[src/hdl/sssf_pkg.sv]
// Shared types, constants and the BCD-to-segment decoder for the
// seven-segment scan and flash block. No dependencies.
package sssf_pkg;

  // Default and upper bound of the number of digit slots.
  localparam int unsigned MAX_DIGITS_DEFAULT = 8;
  // Digit count after reset.
  localparam int unsigned DIGIT_COUNT_RESET  = 8;

  // Segment masks, a is bit 0 through g is bit 6.
  localparam logic [6:0] SEG_A = 7'h01;
  localparam logic [6:0] SEG_B = 7'h02;
  localparam logic [6:0] SEG_C = 7'h04;
  localparam logic [6:0] SEG_D = 7'h08;
  localparam logic [6:0] SEG_E = 7'h10;
  localparam logic [6:0] SEG_F = 7'h20;
  localparam logic [6:0] SEG_G = 7'h40;
  localparam logic [6:0] SEGMENTS_BLANK = 7'h00;

  typedef enum logic {
    OP_WRITE = 1'b0,
    OP_TICK  = 1'b1
  } op_e;

  typedef enum logic [3:0] {
    CFG_DIGIT_COUNT  = 4'd0,
    CFG_FLASH_FIRST  = 4'd1,
    CFG_FLASH_LAST   = 4'd2,
    CFG_FLASH_PERIOD = 4'd3
  } cfg_reg_e;

  // Register contents as the scanner sees them; eff_count is already limited.
  typedef struct packed {
    logic [3:0]  eff_count;
    logic [2:0]  flash_first;
    logic [2:0]  flash_last;
    logic [15:0] flash_period;
  } cfg_t;

  // One-cycle events that follow a register write.
  typedef struct packed {
    logic restart;
    logic flash_clr;
  } cfg_evt_t;

  // A digit write as handed to the store.
  typedef struct packed {
    logic       en;
    logic       clear;
    logic [2:0] position;
    logic [3:0] bcd;
  } store_wr_t;

  function automatic logic [6:0] bcd_to_seg(input logic [3:0] bcd);
    logic [6:0] seg;
    case (bcd)
      4'd0: seg = SEG_A | SEG_B | SEG_C | SEG_D | SEG_E | SEG_F;
      4'd1: seg = SEG_B | SEG_C;
      4'd2: seg = SEG_A | SEG_B | SEG_D | SEG_E | SEG_G;
      4'd3: seg = SEG_A | SEG_B | SEG_C | SEG_D | SEG_G;
      4'd4: seg = SEG_B | SEG_C | SEG_F | SEG_G;
      4'd5: seg = SEG_A | SEG_C | SEG_D | SEG_F | SEG_G;
      4'd6: seg = SEG_A | SEG_C | SEG_D | SEG_E | SEG_F | SEG_G;
      4'd7: seg = SEG_A | SEG_B | SEG_C;
      4'd8: seg = SEG_A | SEG_B | SEG_C | SEG_D | SEG_E | SEG_F
                  | SEG_G;
      // The nine is drawn without the bottom segment.
      4'd9: seg = SEG_A | SEG_B | SEG_C | SEG_F | SEG_G;
      default: seg = SEGMENTS_BLANK;
    endcase
    return seg;
  endfunction

endpackage

[src/hdl/sssf_cfg.sv]
// Configuration registers of the scan and flash block.
// Depends on sssf_pkg for cfg_t, cfg_evt_t and the register indexes.
module sssf_cfg import sssf_pkg::*; #(
  parameter int unsigned MAX_DIGITS = MAX_DIGITS_DEFAULT
) (
  input  logic        clk_i,
  input  logic        rst_ni,
  input  logic        cfg_valid_i,
  output logic        cfg_ready_o,
  input  logic [3:0]  cfg_index_i,
  input  logic [15:0] cfg_data_i,
  output cfg_t        cfg_o,
  output cfg_evt_t    evt_o
);

  logic [3:0]  count_q;
  logic [2:0]  first_q;
  logic [2:0]  last_q;
  logic [15:0] period_q;
  cfg_evt_t    evt_q;
  cfg_evt_t    evt_d;
  logic        wr_en;

  assign cfg_ready_o = 1'b1;
  assign wr_en       = cfg_valid_i && cfg_ready_o;

  always_comb begin
    evt_d = '0;
    if (wr_en) begin
      case (cfg_index_i)
        CFG_DIGIT_COUNT:  evt_d.restart   = 1'b1;
        CFG_FLASH_FIRST:  evt_d.flash_clr = 1'b1;
        CFG_FLASH_LAST:   evt_d.flash_clr = 1'b1;
        CFG_FLASH_PERIOD: evt_d.flash_clr = 1'b1;
        default:          evt_d = '0;
      endcase
    end
  end

  always_ff @(posedge clk_i or negedge rst_ni) begin
    if (!rst_ni) begin
      count_q  <= 4'(DIGIT_COUNT_RESET);
      first_q  <= '0;
      last_q   <= '0;
      period_q <= '0;
      evt_q    <= '0;
    end else begin
      evt_q <= evt_d;
      if (wr_en) begin
        case (cfg_index_i)
          CFG_DIGIT_COUNT:  count_q  <= cfg_data_i[3:0];
          CFG_FLASH_FIRST:  first_q  <= cfg_data_i[2:0];
          CFG_FLASH_LAST:   last_q   <= cfg_data_i[2:0];
          CFG_FLASH_PERIOD: period_q <= cfg_data_i;
          default: begin
          end
        endcase
      end
    end
  end

  // A count of zero scans one digit; the count never exceeds the slot count.
  always_comb begin
    if (count_q == 4'd0) begin
      cfg_o.eff_count = 4'd1;
    end else if ({1'b0, count_q} > 5'(MAX_DIGITS)) begin
      cfg_o.eff_count = 4'(MAX_DIGITS);
    end else begin
      cfg_o.eff_count = count_q;
    end
    cfg_o.flash_first  = first_q;
    cfg_o.flash_last   = last_q;
    cfg_o.flash_period = period_q;
  end

  assign evt_o = evt_q;

endmodule

[src/hdl/sssf_store.sv]
// Digit store: one segment image per digit slot, with a whole-store clear.
// Depends on sssf_pkg for store_wr_t and the BCD decoder.
module sssf_store import sssf_pkg::*; #(
  parameter int unsigned MAX_DIGITS = MAX_DIGITS_DEFAULT,
  localparam int unsigned AW = (MAX_DIGITS > 1) ? $clog2(MAX_DIGITS) : 1
) (
  input  logic          clk_i,
  input  logic          rst_ni,
  input  store_wr_t     wr_i,
  input  logic [3:0]    eff_count_i,
  input  logic [AW-1:0] rd_idx_i,
  output logic [6:0]    rd_data_o
);

  logic [6:0] store_q [MAX_DIGITS];
  logic       wr_hit;
  logic [6:0] wr_image;

  // Slots at or beyond the scanned count are not written.
  assign wr_hit   = wr_i.en && ({2'b00, wr_i.position} < {1'b0, eff_count_i});
  assign wr_image = bcd_to_seg(wr_i.bcd);

  for (genvar i = 0; i < MAX_DIGITS; i++) begin : g_slot
    always_ff @(posedge clk_i or negedge rst_ni) begin
      if (!rst_ni) begin
        store_q[i] <= SEGMENTS_BLANK;
      end else if (wr_hit && ({2'b00, wr_i.position} == 5'(i))) begin
        store_q[i] <= wr_image;
      end else if (wr_i.en && wr_i.clear) begin
        store_q[i] <= SEGMENTS_BLANK;
      end
    end
  end

  assign rd_data_o = store_q[rd_idx_i];

endmodule

[src/hdl/sssf_scan.sv]
// Scan sequencer: active digit, flash counter and the result register.
// Depends on sssf_pkg for cfg_t and cfg_evt_t.
module sssf_scan import sssf_pkg::*; #(
  parameter int unsigned MAX_DIGITS = MAX_DIGITS_DEFAULT,
  localparam int unsigned AW = (MAX_DIGITS > 1) ? $clog2(MAX_DIGITS) : 1
) (
  input  logic          clk_i,
  input  logic          rst_ni,
  input  cfg_t          cfg_i,
  input  cfg_evt_t      evt_i,
  input  logic          tick_i,
  output logic          res_ready_o,
  output logic [AW-1:0] rd_idx_o,
  input  logic [6:0]    rd_data_i,
  output logic          out_valid_o,
  input  logic          out_stall_i,
  output logic [7:0]    out_digit_select_o,
  output logic [6:0]    out_segments_o
);

  localparam int unsigned RESET_COUNT =
      (DIGIT_COUNT_RESET > MAX_DIGITS) ? MAX_DIGITS : DIGIT_COUNT_RESET;

  logic [AW-1:0] active_q, active_d;
  logic [15:0]   flash_q, flash_d;
  logic          out_valid_q;
  logic [7:0]    sel_q, sel_d;
  logic [6:0]    seg_q, seg_d;
  logic [4:0]    act_inc;
  logic [15:0]   cnt_inc;
  logic [15:0]   cnt_wrap;
  logic [3:0]    last_digit;
  logic          flash_on;
  logic          in_range;
  logic          blank;

  assign res_ready_o = !out_valid_q || !out_stall_i;

  always_comb begin
    act_inc  = 5'(active_q) + 5'd1;
    active_d = (act_inc >= {1'b0, cfg_i.eff_count}) ? '0 : act_inc[AW-1:0];

    // The blink counter moves once per full scan, on the visit to digit zero.
    flash_on = cfg_i.flash_period != 16'd0;
    cnt_inc  = flash_q + 16'd1;
    cnt_wrap = (cnt_inc >= cfg_i.flash_period) ? 16'd0 : cnt_inc;
    flash_d  = (flash_on && (active_d == '0)) ? cnt_wrap : flash_q;

    in_range = (5'(active_d) >= {2'b00, cfg_i.flash_first})
            && (5'(active_d) <= {2'b00, cfg_i.flash_last});
    blank    = flash_on && in_range && (flash_d >= (cfg_i.flash_period >> 1));
    seg_d    = blank ? SEGMENTS_BLANK : rd_data_i;

    for (int b = 0; b < 8; b++) begin
      sel_d[b] = 5'(active_d) == 5'(b);
    end
  end

  assign rd_idx_o   = active_d;
  assign last_digit = cfg_i.eff_count - 4'd1;

  always_ff @(posedge clk_i or negedge rst_ni) begin
    if (!rst_ni) begin
      active_q    <= AW'(RESET_COUNT - 1);
      flash_q     <= '0;
      out_valid_q <= 1'b0;
    end else begin
      if (evt_i.restart) begin
        active_q <= AW'(last_digit);
      end else if (tick_i) begin
        active_q <= active_d;
      end
      if (evt_i.flash_clr) begin
        flash_q <= '0;
      end else if (tick_i) begin
        flash_q <= flash_d;
      end
      if (tick_i) begin
        out_valid_q <= 1'b1;
      end else if (res_ready_o) begin
        out_valid_q <= 1'b0;
      end
    end
  end

  always_ff @(posedge clk_i) begin
    if (tick_i) begin
      sel_q <= sel_d;
      seg_q <= seg_d;
    end
  end

  assign out_valid_o        = out_valid_q;
  assign out_digit_select_o = sel_q;
  assign out_segments_o     = seg_q;

`ifndef SYNTHESIS
  a_active_in_range: assert property (@(posedge clk_i) disable iff (!rst_ni)
    evt_i.restart || ({1'b0, active_q} < {1'b0, cfg_i.eff_count}))
    else $error("active digit beyond the scanned count");

  a_flash_below_period: assert property (@(posedge clk_i) disable iff (!rst_ni)
    evt_i.flash_clr || (cfg_i.flash_period == 16'd0) || (flash_q < cfg_i.flash_period))
    else $error("flash counter at or above its period");

  a_tick_only_when_free: assert property (@(posedge clk_i) disable iff (!rst_ni)
    tick_i |-> res_ready_o)
    else $error("tick would overwrite an undelivered result");

  a_result_one_hot: assert property (@(posedge clk_i) disable iff (!rst_ni)
    out_valid_q |-> $onehot0(sel_q))
    else $error("digit select is not one-hot");
`endif

endmodule

[src/hdl/seven_segment_scan_flash.sv]
// Top level of the multiplexed seven-segment scanner with range blinking.
// Depends on sssf_pkg, sssf_cfg, sssf_store and sssf_scan.
//
// Usage: each word on the input channel is either a digit write (opcode 0)
// or a refresh tick (opcode 1). A write decodes a BCD value into a segment
// image and stores it at a digit position, optionally blanking the whole
// store first; it produces no output word. A tick moves the scan to the next
// digit and produces one output word: a one-hot digit select and the
// segments to drive, blanked while that digit is in the blink window.
// Both channels use valid/stall; a word moves when valid is high and stall
// is low. The input word lands in an input register and is processed from
// there; a tick's result is then loaded into the output register and is
// shown from it until the receiver takes it. One word is taken every cycle;
// the single output register is the only limit, so a tick waits in the input
// register while a result is held by a stalled receiver, and the input stalls
// with it. The configuration channel (valid/ready, always ready) writes the
// digit count, flash range and flash period, and must be used only while the
// block is idle; the block itself does not enforce this. After reset the
// store is blank, the count is eight, blinking is off, and the first tick
// drives digit zero.
module seven_segment_scan_flash import sssf_pkg::*; #(
  parameter int unsigned MAX_DIGITS = MAX_DIGITS_DEFAULT
) (
  input  logic        clk_i,
  input  logic        rst_ni,
  input  logic        in_valid_i,
  output logic        in_stall_o,
  input  logic        in_opcode_i,
  input  logic        in_clear_first_i,
  input  logic [2:0]  in_digit_position_i,
  input  logic [3:0]  in_bcd_value_i,
  output logic        out_valid_o,
  input  logic        out_stall_i,
  output logic [7:0]  out_digit_select_o,
  output logic [6:0]  out_segments_o,
  input  logic        cfg_valid_i,
  output logic        cfg_ready_o,
  input  logic [3:0]  cfg_index_i,
  input  logic [15:0] cfg_data_i
);

  localparam int unsigned AW = (MAX_DIGITS > 1) ? $clog2(MAX_DIGITS) : 1;

  // Input register.
  logic       s1_valid_q;
  op_e        s1_op_q;
  logic       s1_clr_q;
  logic [2:0] s1_pos_q;
  logic [3:0] s1_bcd_q;

  logic          s1_fire;
  logic          s1_load;
  logic          tick;
  logic          res_ready;
  cfg_t          cfg;
  cfg_evt_t      evt;
  store_wr_t     store_wr;
  logic [AW-1:0] rd_idx;
  logic [6:0]    rd_data;

  // Writes retire at once; a tick needs a free output register.
  assign tick       = s1_valid_q && (s1_op_q == OP_TICK) && res_ready;
  assign s1_fire    = s1_valid_q && ((s1_op_q == OP_WRITE) || res_ready);
  assign in_stall_o = s1_valid_q && !s1_fire;
  assign s1_load    = in_valid_i && !in_stall_o;

  always_ff @(posedge clk_i or negedge rst_ni) begin
    if (!rst_ni) begin
      s1_valid_q <= 1'b0;
    end else if (s1_load) begin
      s1_valid_q <= 1'b1;
    end else if (s1_fire) begin
      s1_valid_q <= 1'b0;
    end
  end

  always_ff @(posedge clk_i) begin
    if (s1_load) begin
      s1_op_q  <= op_e'(in_opcode_i);
      s1_clr_q <= in_clear_first_i;
      s1_pos_q <= in_digit_position_i;
      s1_bcd_q <= in_bcd_value_i;
    end
  end

  assign store_wr.en       = s1_valid_q && (s1_op_q == OP_WRITE);
  assign store_wr.clear    = s1_clr_q;
  assign store_wr.position = s1_pos_q;
  assign store_wr.bcd      = s1_bcd_q;

  sssf_cfg #(
    .MAX_DIGITS (MAX_DIGITS)
  ) u_cfg (
    .clk_i       (clk_i),
    .rst_ni      (rst_ni),
    .cfg_valid_i (cfg_valid_i),
    .cfg_ready_o (cfg_ready_o),
    .cfg_index_i (cfg_index_i),
    .cfg_data_i  (cfg_data_i),
    .cfg_o       (cfg),
    .evt_o       (evt)
  );

  sssf_store #(
    .MAX_DIGITS (MAX_DIGITS)
  ) u_store (
    .clk_i       (clk_i),
    .rst_ni      (rst_ni),
    .wr_i        (store_wr),
    .eff_count_i (cfg.eff_count),
    .rd_idx_i    (rd_idx),
    .rd_data_o   (rd_data)
  );

  sssf_scan #(
    .MAX_DIGITS (MAX_DIGITS)
  ) u_scan (
    .clk_i              (clk_i),
    .rst_ni             (rst_ni),
    .cfg_i              (cfg),
    .evt_i              (evt),
    .tick_i             (tick),
    .res_ready_o        (res_ready),
    .rd_idx_o           (rd_idx),
    .rd_data_i          (rd_data),
    .out_valid_o        (out_valid_o),
    .out_stall_i        (out_stall_i),
    .out_digit_select_o (out_digit_select_o),
    .out_segments_o     (out_segments_o)
  );

`ifndef SYNTHESIS
  a_stall_needs_word: assert property (@(posedge clk_i) disable iff (!rst_ni)
    in_stall_o |-> (s1_valid_q && (s1_op_q == OP_TICK)))
    else $error("input stalled without a waiting tick");

  a_stall_held_tick: assert property (@(posedge clk_i) disable iff (!rst_ni)
    in_stall_o |=> (s1_valid_q && $stable(s1_op_q)))
    else $error("waiting tick lost from the input register");
`endif

endmodule

[config.mk]
export PLATFORM = sky130hd
export DESIGN_NAME = seven_segment_scan_flash
export DESIGN_NICKNAME = d
export VERILOG_FILES = /design/src/hdl/sssf_pkg.sv /design/src/hdl/sssf_cfg.sv /design/src/hdl/sssf_store.sv /design/src/hdl/sssf_scan.sv /design/src/hdl/seven_segment_scan_flash.sv
export SDC_FILE = /design/constraint.sdc
export NUM_CORES = 1
export LEC_CHECK = 0
export BUFFER_PORTS_ARGS = -buffer_cell sky130_fd_sc_hd__buf_2
export CAP_MARGIN = 20
export CORE_MARGIN = 1
export CORE_UTILIZATION = 55
export DETAILED_ROUTE_END_ITERATION = 16
export GPL_TIMING_DRIVEN = 0
export PLACE_DENSITY = 0.82
export SYNTH_ARGS = -nofsm -noshare
export SYNTH_HDL_FRONTEND = slang
export SYNTH_SLANG_ARGS = --single-unit
[constraint.sdc]
create_clock -name clk_i -period 4.55 [get_ports clk_i]
set_input_delay 0.91 -clock clk_i [delete_from_list [all_inputs] [get_ports clk_i]]
set_output_delay 0.91 -clock clk_i [all_outputs]
set_load 0.1 [all_outputs]
==> flow_summary.ini <==
[run_status]
outcome = complete, but fails checks
violations = negative setup slack

[grt]
grt_use_total_pct = 28.6
grt_pass1_vias = 6142
antenna_found_initial = 0
grt_start_max_net_pins = 58
grt_overflow = 0
grt_pass1_wl_um = 31200

[setup_path]
critPathRequiredTime_ns = 4.69
crit_path_frequent_cell = nand4_1
slowest_delay_ns = 0.55
path_cells = nand3_4 -> or4_4 -> o21a_1 -> or2_4 -> ha_4 -> and4_4 -> nand4_1 -> a311o_2 -> nand4_1 -> buf_4 -> buf_4 -> o21ai_1 -> a22o_1 -> ha_4 -> nand4_1 -> o221ai_1 -> o221ai_2 -> o221ai_4 -> a21oi_2
arrival_ns = 4.96
crit_path_top_delay_cell = or4_4
cp-start-kind = register
critPathKind = register to register
crit_path_end_kind = register
critical_path_peak_fanout = 8

[cells_and_area]
seq_area_um2 = 3500
insertedDiodeCount = 0
utilization_pct = 69.4
finalNetCount = 924
drive_above_1_share_pct = 27.4
multi_input_area_um2 = 4070
final_area_um2 = 9260
area_growth_syn_to_layout_pct = 22.3
fillers = 930

[routing]
viasPerCell = 6.25
wl_per_cell_um = 19.9
drc = 0
drt_pre_antenna_iters = 5
drt-initial-drc-count = 693
wl_um = 20500
vias = 6420
antenna_left = 0

[min_path]
hold_path_class = register to register

[yosys]
syn_inst = 738
synth_area_um2 = 7570
seq_area_frac_synth_pct = 46.1
syn_area_per_cell_um2 = 10.3
synth_warnings = 0
ys_types = 62
async_flop_share_pct = 77.2
synth-edff-count = 24
synth-seq-cells = 136
synth_nets = 824
synth_ff_type = dfrtp_1

[clocking]
clock-sinks = 136
root_buffer = clkbuf_16
path_clk_slew_ns = 0.06
clockBufferDepth = 2
worstSkewPairLatency_ns = 0.43
numCtsBuffers = 17
h-tree-depth = 4
cts_tree = done

[power_and_ir_drop]
p_comb_share_pct = 47.6
clock_power_share_pct = 23.5
intPower_mw = 3.24
swShare_pct = 41.5
p_sw_mw = 2.31
irDropWorstVdd_uv = 485
p_leak_nw = 4.12
seqPwrFrac_pct = 28.9
power.density_nw_per_um2 = 599

[timing]
holdWs_ns = 0.504
post-route-period-util_pct = 106
fin_tns_setup_ns = -1.75
final_max_slew_viol_count = 0
slew_headroom_pct = 34.4
clock_skew_ns = 0.0107
rsz0062_at_grt = true
hold_violations = 0
worstMarginPinSlew_ns = 0.980
clock.fmax_ghz = 0.208
worst_slack_ns = -0.265
layout_min_cycle_time_ns = 4.81
finalSetupViolCount = 7

[die]
start_util_pct = 56.7
dieWidth_um = 119
core_um2 = 13300
rows = 42
dieArea_um2 = 14200
fp.dieH_um = 119
top_level_ports = 52

[place]
dpl_cell_area_um2 = 8120
gp_congestion = 0.871
portBuffers = 50
dpl.hpwl_um = 12600

[flow_run]
drv_cap = 0
==> power groups by stage <==
stage | registers [mW] | logic [mW] | clock network (mW)
2_1_floorplan | 1.72 | 1.38 | 0
4_1_cts | 1.58 | 2.37 | 1.31
6_report | 1.61 | 2.64 | 1.30
3_5_place_dp | 1.60 | 2.03 | 0
5_1_grt | 1.62 | 2.82 | 1.36
3_3_place_gp | 1.60 | 1.97 | 0
==> per-layer routing <==
metal	part of all wire, %	vias up	wire (um)	GRT usage, %
li1	-	2858	-	-
met1	40	3134	8280	37.2
met2	48	342	9720	45.0
met3	7.9	86	1610	7.71
met4	4.2	0	854	12.4
met5	0	-	0	0
==> metrics by stage <==
step	setup slack, ns	power (mW)	instances
6_report	-0.265	5.55	1027
5_1_grt	-0.366	5.81	1027
4_1_cts	-0.162	5.26	1015
3_5_place_dp	-0.931	3.63	965
3_3_place_gp	-0.929	3.57	964
2_1_floorplan	0.0265	3.10	738
==> critical path: cells and delay by family, from the launching register on <==
kind / cells / cell delay, ns
fa+ha+maj: 2 / 0.56
buf+inv: 2 / 0.26
flops: 1 / 0.42
compound gates: 8 / 1.69
simple gates: 7 / 1.58
==> registers in the layout (all words and copies together) (netlist names) <==
register / cells
s1_bcd_q: 4
s1_clr_q: 1
s1_op_q: 1
s1_pos_q: 3
s1_valid_q: 1
u_cfg.count_q: 4
u_cfg.evt_o: 2
u_cfg.first_q: 3
u_cfg.last_q: 3
u_cfg.period_q: 16
u_scan.active_q: 3
u_scan.flash_q: 16
u_scan.out_digit_select_o: 8
u_scan.out_segments_o: 7
u_scan.out_valid_o: 1
u_store.store_q: 56
u_store.wr_image: 7
==> cell type report <==
class | count | share of cell area [%]
timing repair buffer | 87 | 6.19
sequential | 136 | 37.8
tap | 176 | 2.38
multi-input combinational | 518 | 43.9
clock inverter | 13 | 1.12
clock buffer | 19 | 4.89
buffer | 28 | 1.63
inverter | 50 | 2.05
==> placed cells by master (no fill, tap or decap), drive strengths merged, types with 4 or more instances in the layout <==
cell type    n
and3        10
o22ai        4
nor2        22
xor2         6
o21ai       61
edfxtp      24
nor2b        6
nor3b        4
dfstp        4
mux2        25
nor3         8
nor4         8
a22oi        7
dfxtp        7
dfrtp      101
inv         51
clkinv       8
or3          4
nand2       85
nand3       42
mux4         7
a31oi        8
xnor2        8
o21a         6
mux2i       39
or2          4
ha          52
nand4        6
nand2b       7
a21oi       31
nand3b      16
clkbuf      34
buf        100
o31ai       10
a2111oi      4
==> cell families after synthesis <==
group,count (synthesis),synth area share [%]
AND/OR/NAND/NOR,231,15.8
AO/OA/AOI/OAI,149,12.2
flip-flops,136,46.1
buffers and inverters,84,4.58
multiplexers,71,11.0
adder cells (fa/ha/maj),52,8.59
XOR/XNOR,14,1.62
other,1,0.0495
==> path summary, 6_finish.rpt <==
| check | start | end | slack [ns] | cells past startpoint |
|---|---|---|---|---|
| max | u_scan.flash_q[4] | u_scan.out_segments_o[0] | -0.26 | 19 |
| min | u_store.store_q[46] | u_store.store_q[46] | 0.50 | 2 |
| max reg2reg | u_scan.flash_q[4] | u_scan.out_segments_o[0] | -0.26 | 19 |
| min reg2reg | u_store.store_q[46] | u_store.store_q[46] | 0.50 | 2 |
| max in group asynchronous | rst_ni | u_store.store_q[25] | 3.30 | 2 |
| min in group asynchronous | rst_ni | u_cfg.period_q[7] | 0.51 | 1 |
==> synth_stat cells (4+ instances only) <==
library cell / instances / area [um2]
mux2i_1: 39 / 390
o21a_1: 6 / 45.0
o31ai_1: 10 / 75.1
nand2b_1: 7 / 43.8
dfrtp_1: 101 / 2530
xor2_1: 6 / 52.6
dfxtp_1: 7 / 140
dfstp_2: 4 / 105
ha_1: 52 / 651
o21ai_0: 61 / 305
nor3b_1: 4 / 30.0
edfxtp_1: 24 / 721
nor4_1: 8 / 50.1
mux4_2: 7 / 158
clkbuf_1: 20 / 75.1
xnor2_1: 8 / 70.1
inv_1: 49 / 184
buf_2: 7 / 35.0
and3_1: 10 / 62.6
nand3b_1: 16 / 120
o22ai_1: 4 / 25.0
mux2_2: 25 / 282
a22oi_1: 7 / 52.6
a21oi_1: 31 / 155
nand2_1: 85 / 319
nor2_1: 21 / 78.8
nand3_1: 40 / 200
nor3_1: 6 / 30.0
nor2b_1: 6 / 37.5
a31oi_1: 7 / 43.8
nand4_1: 6 / 37.5
or2_2: 4 / 25.0
==> repair_timing <==
action                                  in CTS  in global routing
setup buffers                               20                 15
pin swaps                                   26                 33
cloned                                       1                  0
gates resized for setup                     42                 38
hold buffers                                 0                  0
endpoints found under the hold margin        0                  0
endpoints found under the setup margin       7                  7
Power figures use the tool's default switching activity.
